## src/rtl/rxrb_pkg.sv

```systemverilog
package rxrb_pkg;

    localparam int DEPTH   = 64;
    localparam int PTR_W   = $clog2(DEPTH);
    localparam int DELIV_W = 6;

    typedef enum logic [1:0] {
        FUNC_PUSH  = 2'd0,
        FUNC_GET   = 2'd1,
        FUNC_DRAIN = 2'd2,
        FUNC_POLL  = 2'd3
    } func_t;

    typedef enum logic [1:0] {
        ST_IDLE,
        ST_RESP,
        ST_STREAM
    } state_t;

    typedef struct packed {
        logic             wr_en;
        logic [PTR_W-1:0] wr_addr;
        logic             rd_en;
        logic [PTR_W-1:0] rd_addr;
    } mem_req_t;

    typedef struct packed {
        logic               strobe;
        logic               has_byte;
        logic               last;
        logic [DELIV_W-1:0] delivered;
    } res_ctrl_t;

endpackage

```

## src/rtl/rxrb_ctrl.sv

```systemverilog
module rxrb_ctrl
    import rxrb_pkg::*;
(
    input  logic       clk,
    input  logic       rst_n,
    input  logic       start,
    input  logic [1:0] func,
    output logic       busy,
    output mem_req_t   mem,
    output res_ctrl_t  res
);

    state_t             state_reg, state_next;
    logic [PTR_W-1:0]   wp_reg, wp_next;
    logic [PTR_W-1:0]   rp_reg, rp_next;
    logic [PTR_W-1:0]   prev_reg, prev_next;
    logic               all_reg, all_next;
    logic [DELIV_W-1:0] sent_reg, sent_next;

    func_t              fn;
    logic               accept;
    logic               empty;
    logic               quiet;
    logic [PTR_W-1:0]   wp_adv;
    logic [PTR_W-1:0]   rp_adv;
    logic [PTR_W:0]     count_wide;
    logic [PTR_W-1:0]   count;
    logic               more;

    assign fn     = func_t'(func);
    assign accept = start && (state_reg == ST_IDLE);
    assign empty  = (wp_reg == rp_reg);
    assign wp_adv = (wp_reg == PTR_W'(DEPTH - 1)) ? '0 : wp_reg + 1'b1;
    assign rp_adv = (rp_reg == PTR_W'(DEPTH - 1)) ? '0 : rp_reg + 1'b1;
    assign count_wide = (wp_reg >= rp_reg)
        ? {1'b0, wp_reg} - {1'b0, rp_reg}
        : {1'b0, wp_reg} + (PTR_W+1)'(DEPTH) - {1'b0, rp_reg};
    assign count  = count_wide[PTR_W-1:0];
    assign quiet  = (count == prev_reg);
    assign more   = all_reg && !empty;
    assign busy   = (state_reg != ST_IDLE);

    always_comb
    begin
        state_next = state_reg;
        unique case (state_reg)
            ST_IDLE:
            begin
                if (accept)
                begin
                    unique case (fn)
                        FUNC_PUSH:  state_next = ST_IDLE;
                        FUNC_GET:   state_next = empty ? ST_RESP : ST_STREAM;
                        FUNC_DRAIN: state_next = empty ? ST_RESP : ST_STREAM;
                        FUNC_POLL:  state_next = (!quiet || empty) ? ST_RESP : ST_STREAM;
                        default:    state_next = ST_IDLE;
                    endcase
                end
            end
            ST_RESP:   state_next = ST_IDLE;
            ST_STREAM: state_next = more ? ST_STREAM : ST_IDLE;
            default:   state_next = ST_IDLE;
        endcase
    end

    always_comb
    begin
        wp_next     = wp_reg;
        rp_next     = rp_reg;
        prev_next   = prev_reg;
        all_next    = all_reg;
        sent_next   = sent_reg;
        mem.wr_en   = 1'b0;
        mem.wr_addr = wp_reg;
        mem.rd_en   = 1'b0;
        mem.rd_addr = rp_reg;
        if (accept)
        begin
            sent_next = '0;
            all_next  = (fn != FUNC_GET);
            case (fn) inside
                FUNC_PUSH:
                begin
                    mem.wr_en = 1'b1;
                    if (wp_adv != rp_reg)
                    begin
                        wp_next = wp_adv;
                    end
                end
                FUNC_GET, FUNC_DRAIN:
                begin
                    mem.rd_en = !empty;
                end
                default:
                begin
                    if (quiet)
                    begin
                        mem.rd_en = !empty;
                    end
                    else
                    begin
                        prev_next = count;
                    end
                end
            endcase
        end
        if (state_reg == ST_STREAM)
        begin
            sent_next = sent_reg + 1'b1;
            mem.rd_en = more;
        end
        if (mem.rd_en)
        begin
            rp_next = rp_adv;
        end
    end

    always_comb
    begin
        res.strobe    = (state_reg == ST_RESP) || (state_reg == ST_STREAM);
        res.has_byte  = (state_reg == ST_STREAM);
        res.last      = (state_reg == ST_RESP) || !more;
        res.delivered = (state_reg == ST_STREAM) ? sent_reg + 1'b1 : '0;
    end

    always_ff @(posedge clk or negedge rst_n)
    begin
        if (!rst_n)
        begin
            state_reg <= ST_IDLE;
            wp_reg    <= '0;
            rp_reg    <= '0;
            prev_reg  <= '0;
            all_reg   <= 1'b0;
            sent_reg  <= '0;
        end
        else
        begin
            state_reg <= state_next;
            wp_reg    <= wp_next;
            rp_reg    <= rp_next;
            prev_reg  <= prev_next;
            all_reg   <= all_next;
            sent_reg  <= sent_next;
        end
    end

    a_ptr_range: assert property (@(posedge clk) disable iff (!rst_n)
        (wp_reg <= PTR_W'(DEPTH - 1)) && (rp_reg <= PTR_W'(DEPTH - 1)))
        else $error("pointer out of range");

    a_get_answers: assert property (@(posedge clk) disable iff (!rst_n)
        (accept && fn == FUNC_GET) |=> (res.strobe && res.last))
        else $error("get request without a single final result");

    a_last_frees: assert property (@(posedge clk) disable iff (!rst_n)
        (res.strobe && res.last) |=> !busy)
        else $error("still busy after final result");

    a_no_byte: assert property (@(posedge clk) disable iff (!rst_n)
        (res.strobe && !res.has_byte) |-> (res.last && res.delivered == '0))
        else $error("empty result not final");

    a_read_streams: assert property (@(posedge clk) disable iff (!rst_n)
        mem.rd_en |=> (state_reg == ST_STREAM))
        else $error("read issued with no result to follow");

endmodule

```

## src/rtl/rx_ring_buffer_frame_poll.sv

```systemverilog
// Channel   Handshake              Fields
// request   start & !busy          func[1:0], byte_in[7:0]
// result    strobe (one cycle)     byte_out[7:0], has_byte, last, delivered[5:0]
//
// A push never raises busy.
// Get, drain and poll give their first result in the cycle after the request, as
// the byte store's read port is registered; a drain or quiet poll then gives one
// byte a cycle, with busy high until the last.
// Reset clears the pointers and the poll count; the byte store is not cleared.
// The receiver cannot stall: each result is shown for exactly one cycle.
module rx_ring_buffer_frame_poll
    import rxrb_pkg::*;
(
    input  logic               clk,
    input  logic               rst_n,
    input  logic               start,
    output logic               busy,
    input  logic [1:0]         func,
    input  logic [7:0]         byte_in,
    output logic               strobe,
    output logic [7:0]         byte_out,
    output logic               has_byte,
    output logic               last,
    output logic [DELIV_W-1:0] delivered
);

    mem_req_t   mem;
    res_ctrl_t  res;
    logic [7:0] store_reg [DEPTH];
    logic [7:0] rd_data_reg;

    rxrb_ctrl u_ctrl (
        .clk   (clk),
        .rst_n (rst_n),
        .start (start),
        .func  (func),
        .busy  (busy),
        .mem   (mem),
        .res   (res)
    );

    always_ff @(posedge clk)
    begin
        if (mem.wr_en)
        begin
            store_reg[mem.wr_addr] <= byte_in;
        end
        if (mem.rd_en)
        begin
            rd_data_reg <= store_reg[mem.rd_addr];
        end
    end

    assign strobe    = res.strobe;
    assign has_byte  = res.has_byte;
    assign last      = res.last;
    assign delivered = res.delivered;
    assign byte_out  = res.has_byte ? rd_data_reg : 8'd0;

endmodule

```

## config.mk

```make
export PLATFORM = sky130hd
export DESIGN_NAME = rx_ring_buffer_frame_poll
export DESIGN_NICKNAME = d
export VERILOG_FILES = /design/src/rtl/rxrb_pkg.sv /design/src/rtl/rxrb_ctrl.sv /design/src/rtl/rx_ring_buffer_frame_poll.sv
export SDC_FILE = /design/constraint.sdc
export NUM_CORES = 1
export LEC_CHECK = 0
export BUFFER_PORTS_ARGS = -buffer_cell sky130_fd_sc_hd__clkbuf_2
export CAP_MARGIN = 0
export CORE_MARGIN = 2
export CORE_UTILIZATION = 44
export DETAILED_ROUTE_END_ITERATION = 12
export PLACE_DENSITY = 0.56
export SKIP_CTS_REPAIR_TIMING = 1
export SLEW_MARGIN = 40
export SYNTH_ARGS = -nofsm -noshare
export SYNTH_HDL_FRONTEND = slang
export SYNTH_SLANG_ARGS = --single-unit
```

## constraint.sdc

```tcl
create_clock -name clk -period 4.1 [get_ports clk]
set_input_delay 0 -clock clk [delete_from_list [all_inputs] [get_ports clk]]
set_output_delay 0 -clock clk [all_outputs]
set_load 0.05 [all_outputs]
```

Word-level counts from Yosys, hierarchy flattened
Memories as Yosys holds them, arrays and structs flattened. A register that Yosys moved wholly into a read port is not among the register bits. Index checks and enable logic that the tools add are counted. Widths: inputs -> output; s select.

ROM bits: 0. Output and inout port bits: 18. RAM bits: 512. Memories kept: 1. Input bits: 13. Register bits after elaboration: 27. Bits in latches: 0.

Memories: store_reg (depth 64, width 8, read ports 1, clocked after Yosys merged registers in 1, wr ports 1, line rx_ring_buffer_frame_poll.sv:29) `logic [7:0] store_reg [DEPTH];`.

Equality and inequality tests: 12. Multipliers: 0. Reductions and logical operators: 15. Order comparisons: 1. Bitwise logic cells: 3. Shift operators: 0. $add $sub $neg: 6. Divide/modulo/power cells: 0. Multiplexer cells: 22.

Operator list (count): $mux 6 (6); $add 6x1->6 const B (4); $eq 6x6->1 (2); $eq 6x6->1 const B (2); $sub 6x6->6 (2); $mux 1 (9); $mux 2 (4); $mux 8 (1); $eq 2x2->1 const B (3); $ge 6x6->1 (1); $ne 6x6->1 (1); $pmux 2 s3 (1); $eq 2x1->1 const B (2); $logic_not 2->1 (2); $ne 2x1->1 const B (2); $pmux 2 s2 (1); $reduce_and 4->1 (1); $reduce_bool 2->1 (2); $logic_not 1->1 (3); $logic_or 1x1->1 (3); $not 1->1 (3); $reduce_and 3->1 (1); $logic_and 1x1->1 (2); $reduce_or 2->1 (1).

Longest topological paths before layout
Gate-level depths: netlist (run 1).

Depth in word-level cells: 10. Gate-level depth with buffers: 12. Depth with buffers taken out: 10.

Modules after synthesis
Synthesis (run 1) repeated with hierarchy kept, for this count alone.

Cells, all modules: 1149. Area, all modules: 22248.8 µm².

Modules (own cells, without submodules): rx_ring_buffer_frame_poll (area an instance 20203.1 µm², seq. area each 15615.0 µm², instances 1, cells each 929); rxrb_ctrl (area an instance 2045.7 µm², seq. area each 675.6 µm², instances 1, cells each 220).

Worst setup path before layout (run 1)
OpenSTA, ideal clock, no wires.

Path type: register to register. Start point: register u_ctrl.rp_reg[3]. End point: register rd_data_reg[0], read port of store_reg, enable pin. Arrival: 3109 ps. Path buffers: 2. Cell stages (with the launch flop): 11. Path slack: 667 ps. Cells stage by stage: dfrtp_1 clkbuf_1 inv_2 buf_1 ha_1 a21o_1 a21o_1 or3_1 a2111oi_4 nor2_2 inv_1.

RTL lines: from (decl) (line rxrb_ctrl.sv:15) `logic [PTR_W-1:0] rp_reg, rp_next;`; from (signal assigned) (line rxrb_ctrl.sv:141) `rp_reg <= rp_next;`; to (decl) (line rx_ring_buffer_frame_poll.sv:30) `logic [7:0] rd_data_reg;`.

Worst setup path in the final report (run 1)
Start point: register u_ctrl.wp_reg[0]. End point: register u_ctrl.state_reg[0].

Cells in the longest elaborated chain, start to end: 10. Elaborated cells between the ends (all ways): 14. Classes of those cells: add/sub: 3; order compare: 1; eq/ne: 2; mux: 6; reduce/logical: 2.

Ends and longest elaborated chain: from (decl) (line rxrb_ctrl.sv:14) `logic [PTR_W-1:0] wp_reg, wp_next;`; from (signal assigned) (line rxrb_ctrl.sv:140) `wp_reg <= wp_next;`; $add 6x1->6 (line rxrb_ctrl.sv:37) `: {1'b0, wp_reg} + (PTR_W+1)'(DEPTH) - {1'b0, rp_reg};`; $sub 6x6->6 (line rxrb_ctrl.sv:37); $mux 6 * (line rxrb_ctrl.sv:36) `? {1'b0, wp_reg} - {1'b0, rp_reg}`; named net u_ctrl.count_wide[1] (line rxrb_ctrl.sv:26) `logic [PTR_W:0] count_wide;`; $eq 6x6->1 * (line rxrb_ctrl.sv:39) `assign quiet = (count == prev_reg);`; $logic_not 1->1 * (line rxrb_ctrl.sv:55) `FUNC_POLL: state_next = (!quiet || empty) ? ST_RESP : ST_STREAM;`; $logic_or 1x1->1 * (line rxrb_ctrl.sv:55); $mux 2 * (line rxrb_ctrl.sv:55); $pmux 2 s3 * (line rxrb_ctrl.sv:51) `unique case (fn)`; $mux 2 * (line rxrb_ctrl.sv:49) `if (accept)`; $pmux 2 s2 * (line rxrb_ctrl.sv:46) `unique case (state_reg)`; to (signal assigned) (line rxrb_ctrl.sv:139) `state_reg <= state_next;`; to (decl) (line rxrb_ctrl.sv:13) `state_t state_reg, state_next;`.

The timed path passes the listed nets; every way through them passes the cells marked *. The select of a mux whose other input is x is not followed. A chain may end at the register's enable or synchronous reset.

==> reports/summary.txt, run 1 <==
via count: 10420
Most used DFF post-synth: edfxtp_1
first-pass GRT wire length: 73.66 mm
area growth from synthesis to layout: 13.74%
crit path max-delay cell type: dlygate4sd3_1
I/O pins: 31
first-pass iteration count of the detailed router: 5
CP endpoint kind: flop
CTS H-tree depth: 2
met3 routed WL: 3.030 mm
core area: 49150 um^2
synth warn: 0
CTS buffer count: 56
gr usage total: 20.07%
final WL: 50.34 mm
Yosys cell types: 53
Die Span X: 227.7 um
starting density of the core: 44.79%
maximum vdd drop: 0.0003987 V
multi-input logic area: 5415 um^2
die area: 51840 um^2
Avg Inst Size Synth: 21.23 um^2
Net Count, Synth: 1065
Hold Path Class: primary input to asynchronous set/reset pin
RSZ-0062 raised after global routing: false
Final Util: 50.94%
Clock power frac: 29.3%
WP buf/inv: 3
P per Cell Area: 672.8 nW/um^2
skew final: 21.26 ps
setup tns final: 0 ps
grt total ovfl: 0
#FFs+latches synth: 547
Post-Synthesis Cells: 1037
FMAX: 0.3030 GHz
post-synth top area share: 70.93%
Pint: 0.01154 W
DR vias/cell: 5.668
largest net degree at the start of global routing: 70
final hold vios: 5
PortBufs: 30
startpoint types: flop
number of synthesized flops with an enable pin: 520
leading area contributor after synthesis: edfxtp_1
vias in the first global route: 10600
register area: 16300 um^2
Mapped Area: 22010 um^2
CTS tree: yes
outcome: complete, but fails checks
Critical Path Most Common Cell: inv_1
hpwl dp: 30.42 mm
top cell family by delay on the critical path: buffers and inverters
crit path cell chain: inv_1, ha_1, inv_1, fa_1, xor2_1, nor2_1, o211ai_1, a211oi_1, nor2b_1, o32ai_1, dlygate4sd3_1
met2 WL post-DR: 23.68 mm
Seq pwr share: 39.2%
Top Metal Used: met4
Logic pwr share: 31.5%
Worst-path clk slew: 60 ps
switching fraction of total power: 31.52%
ys async rst share: 4.936%
antenna violation net count after detailed routing: 0
sw power: 0.005311 W
worst slew pin tran: 806.9 ps
routability cong.: 0.8232
crit-path max cell delay: 560 ps
CP arrival: 3790 ps
sequential element share of the synthesized area: 74.00%
Tot Pwr: 0.01685 W
Tmin final: 3300 ps
Rows: 81
max_cap viols: 0
wl on met1: 22.56 mm
Tcrit/Tclk final: 80.49%
initial drt markers: 1053
CP Class: flop to flop
# DRC: 0
fill cell count: 3903
final setup violation count: 0
worst path required time: 4590 ps
final hold slack: -4.147 ps
Largest register FFs: 512
failing checks: negative hold slack
layout cells sized above 1: 29.90%
Chip Height: 227.7 um
final slew viol count: 0
Slew Limit Headroom: 46.01%
worst skew pair latency: 610 ps
Avg WL per Cell: 27.37 um
largest cells by area after synthesis: edfxtp_1, mux4_2, dfrtp_1, nor2_1, ha_1
Root Buffer: clkbuf_16
nets: 1158
Pleak: 8.007 nW
clock buffer depth: 3
clk sinks: 547
initial antenna violation count: 2
CP max FO: 9
## final timing paths
check,slack (ps),cells past startpoint,end,start
max reg2reg,800,11,u_ctrl.state_reg[0],u_ctrl.wp_reg[0]
min in group clk,60,5,u_ctrl.state_reg[1],func[1]
min reg2reg,500,1,u_ctrl.sent_reg[5],u_ctrl.sent_reg[5]
max in group asynchronous,3550,2,u_ctrl.rp_reg[0],rst_n
max,800,11,u_ctrl.state_reg[0],u_ctrl.wp_reg[0]
min,-4,2,u_ctrl.sent_reg[2],rst_n
## area by class of cell
cell class | instances | share of cell area, %
multi-input cells | 421 | 21.63
diodes | 1 | 0.009993
flip-flops and latches | 547 | 65.09
inverters | 17 | 0.2548
well taps | 664 | 3.318
clock inverters | 37 | 1.289
clock buffers | 65 | 5.771
repair buffers | 87 | 2.638
## layout by cell type, fill, tap and decap left out, types with 9 or more instances in the layout
master,n
edfxtp_1,520
mux4_2,168
nor2_1,66
clkbuf_16,56
buf_4,44
clkbuf_2,29
dfrtp_1,24
nand2_1,19
inv_1,16
clkinv_1,16
nor2_2,15
nand3_1,14
ha_1,14
and2_1,12
xor2_1,11
xnor2_1,10
a21oi_1,9
## Yosys cell counts, drive strengths merged (2+ instances only)
cell type    n
nand2       19
a21oi        9
or2          2
o22a         2
buf         25
nand2b       2
clkbuf      27
o2bb2ai      3
nand3       15
dfrtp       27
o211ai       2
and2        12
xnor2       10
o32ai        2
nor3         3
mux4       168
a211oi       2
inv         17
mux2i        3
o21ai       11
xor2        12
a31oi        5
nor2        81
or3          6
a21o         8
and3         2
nand3b       2
nor2b        6
mux2         7
ha          14
edfxtp     520
## power by group through the flow
stage / Combinational (W) / Sequential [W] / Clock [W]
after global routing: 0.00566 / 0.00663 / 0.00525
after floorplan: 0.00392 / 0.00654 / 0
after CTS: 0.00537 / 0.00660 / 0.00505
final: 0.00530 / 0.00660 / 0.00494
after global placement: 0.00531 / 0.00671 / 0
after detailed placement: 0.00536 / 0.00672 / 0
## cells by family (layout without fill, tap and decap cells)
| logic type | Yosys count | after routing | share of synthesized area (%) |
|---|---|---|---|
| adder cells (fa/ha/maj) | 15 | 15 | 0.8866 |
| AND/OR/NAND/NOR | 153 | 153 | 3.183 |
| buffers and inverters | 69 | 206 | 1.563 |
| other | 0 | 1 | 0 |
| flip-flops | 547 | 547 | 74.00 |
| XOR/XNOR | 23 | 23 | 1.012 |
| AO/OA/AOI/OAI | 52 | 52 | 1.677 |
| multiplexers | 178 | 178 | 17.68 |
## metrics by stage
stage | setup slack [ps] | area (um^2) | std cells
after global placement | 912.4 | 23130 | 1727
after CTS | 788.0 | 24910 | 1829
after global routing | 616.7 | 25040 | 1838
after detailed placement | 787.8 | 23140 | 1727
final | 799.9 | 25040 | 1839
after floorplan | 667.1 | 22010 | 1037
## worst reg2reg max path: stages, from the launching register on
cell and delay, ps:
dfrtp_1 520, inv_1 170, ha_1 240, inv_1 70, fa_1 480, xor2_1 180, nor2_1 150, o211ai_1 180
a211oi_1 360, nor2b_1 190, o32ai_1 90, dlygate4sd3_1 560
## metal layers
metal | global-route usage [%] | up-vias
met5 | 0 | -
met4 | 5.060 | 0
met3 | 4.024 | 73
met2 | 30.86 | 302
met1 | 29.71 | 5576
li1 | - | 4472
Note: power is estimated with default switching activity, not from simulation.
==> inputs of run 2 (changes only) <==
- PLACE_DENSITY: 0.56 -> 0.58
- clock period: 4.1 -> 2.95 ns (I/O delays scaled with it)
==> reports/summary.txt, run 2 (synthesis gave the netlist of run 1 again) <==
clock buffer depth: 3 (unchanged)
antenna violation net count after detailed routing: 0 (unchanged)
WP buf/inv: 3 (unchanged)
DR vias/cell: 5.566 (was 5.668)
worst path required time: 3290 ps (was 4590 ps)
skew final: 26.33 ps (was 21.26 ps)
top cell family by delay on the critical path: multiplexers (was buffers and inverters)
worst r2r path cells: 6 (was 11)
initial drt markers: 967 (was 1053)
Largest register FFs: 512 (unchanged)
first-pass GRT wire length: 71.53 mm (was 73.66 mm)
# DRC: 0 (unchanged)
CTS tree: yes (unchanged)
Tmin final: 2845 ps (was 3300 ps)
RSZ-0062 raised after global routing: false (unchanged)
Root Buffer: clkbuf_16 (unchanged)
layout cells sized above 1: 33.23% (was 29.90%)
initial antenna violation count: 3 (was 2)
CP endpoint kind: flop (unchanged)
worst r2r src: u_ctrl.rp_reg[0] (was u_ctrl.wp_reg[0])
max_cap viols: 0 (unchanged)
starting density of the core: 44.79% (unchanged)
Chip Height: 227.7 um (unchanged)
Tcrit/Tclk final: 96.45% (was 80.49%)
crit path cell chain: buf_12, buf_16, buf_12, mux4_2, mux4_2, mux4_2 (was inv_1, ha_1, inv_1, fa_1, xor2_1, nor2_1, o211ai_1, a211oi_1, nor2b_1, o32ai_1, dlygate4sd3_1)
failing checks: negative hold slack (unchanged)
worst slew pin tran: 763.2 ps (was 806.9 ps)
gr usage total: 19.36% (was 20.07%)
Die Span X: 227.7 um (unchanged)
vias in the first global route: 10760 (was 10600)
final setup violation count: 0 (unchanged)
Worst-path clk slew: 60 ps (about the same)
clk sinks: 547 (unchanged)
final hold vios: 25 (was 5)
hpwl dp: 31.42 mm (was 30.42 mm)
Pleak: 8.390 nW (was 8.007 nW)
most common cell after layout, fill and taps aside: edfxtp_1 (unchanged)
CTS buffer count: 55 (was 56)
crit path max-delay cell type: mux4_2 (was dlygate4sd3_1)
nets: 1231 (was 1158)
startpoint types: flop (unchanged)
routability cong.: 0.7972 (was 0.8232)
PortBufs: 30 (unchanged)
largest net degree at the start of global routing: 50 (was 70)
setup tns final: 0 ps (unchanged)
die area: 51840 um^2 (unchanged)
final hold slack: -14.88 ps (was -4.147 ps)
final WL: 48.57 mm (was 50.34 mm)
outcome: complete, but fails checks (unchanged)
core area: 49150 um^2 (unchanged)
end of the worst register-to-register path: rd_data_reg[1] (was u_ctrl.state_reg[0])
CTS H-tree depth: 2 (unchanged)
FMAX: 0.3515 GHz (was 0.3030 GHz)
CP Class: flop to flop (unchanged)
CP max FO: 12 (was 9)
Slew Limit Headroom: 49.12% (was 46.01%)
area growth from synthesis to layout: 16.12% (was 13.74%)
P per Cell Area: 909.9 nW/um^2 (was 672.8 nW/um^2)
CP arrival: 3190 ps (was 3790 ps)
final slew viol count: 0 (unchanged)
crit-path max cell delay: 590 ps (was 560 ps)
commonest non-fill, non-tap cells in the layout: edfxtp_1, mux4_2, buf_4, nor2_1, clkbuf_16 (was edfxtp_1, mux4_2, nor2_1, clkbuf_16, buf_4)
reg2reg setup slack: 100 ps (was 800 ps)
maximum vdd drop: 0.0004186 V (was 0.0003987 V)
first-pass iteration count of the detailed router: 6 (was 5)
worst skew pair latency: 620 ps (was 610 ps)
via count: 10650 (was 10420)
Rows: 81 (unchanged)
fill cell count: 3850 (was 3903)
Hold Path Class: primary input to asynchronous set/reset pin (unchanged)
grt total ovfl: 0 (unchanged)
I/O pins: 31 (unchanged)
Avg WL per Cell: 25.38 um (was 27.37 um)
Critical Path Most Common Cell: mux4_2 (was inv_1)
## run 2: cell types whose count changed in the layout (fill, tap and decap cells not counted), sizes merged
cell / delta
dlygate4sd3: -3
clkinv: +5
clkbuf: +5
bufinv: -4
buf: +76
clkinvlp: -4
## run 2: worst register-to-register path, stage by stage (launching register included)
cell     delay (ps)
dfrtp_4         450
buf_12          180
buf_16          190
buf_12          160
mux4_2          520
mux4_2          590
mux4_2          500
## run 2: layout make-up
class                           count  area, um^2  area share, %
Multi-Input combinational cell    421        5396          21.11
Antenna cell                        1       2.502       0.009789
Inverter                           17       63.81         0.2496
Clock inverter                     34       226.5         0.8859
Tap cell                          664       830.8          3.250
Timing Repair Buffer              161        1316          5.149
Sequential cell                   547       16300          63.76
Clock buffer                       69        1429          5.589
## run 2: worst max path at each step
stage                           to  cells past startpoint        startpoint
CTS                 rd_data_reg[1]                      6  u_ctrl.rp_reg[0]
global placement    rd_data_reg[1]                      6  u_ctrl.rp_reg[0]
finish              rd_data_reg[1]                      6  u_ctrl.rp_reg[0]
detailed placement  rd_data_reg[1]                      6  u_ctrl.rp_reg[0]
floorplan           rd_data_reg[0]                     11  u_ctrl.rp_reg[1]
global route        rd_data_reg[1]                      6  u_ctrl.rp_reg[0]
## run 2: through the flow
step / cells / util (%) / total power (W) / cell area (um^2) / setup WS (ps)
finish: 1914 / 52.01 / 0.02326 / 25560 / 104.8
global route: 1914 / 52.01 / 0.02426 / 25560 / 46.03
CTS: 1907 / 51.83 / 0.02347 / 25470 / 22.46
detailed placement: 1804 / 48.46 / 0.01704 / 23820 / 40.94
global placement: 1804 / 48.44 / 0.01701 / 23810 / 56.13
floorplan: 1037 / - / 0.01460 / 22040 / 18.15
## run 2: power breakdown
group          internal, W  total (W)  switching [W]
clock network      0.00353    0.00643        0.00290
registers          0.00883    0.00902       0.000185
logic              0.00364    0.00781        0.00416
total               0.0160     0.0233        0.00725
## run 2: layer usage
metal | GRT usage, % | vias to the layer above | routed length (um)
li1 | - | 4619 | -
met1 | 28.35 | 5687 | 22040
met2 | 30.28 | 275 | 22890
met3 | 3.561 | 73 | 2583
met4 | 5.102 | 0 | 1061
met5 | 0 | - | 0
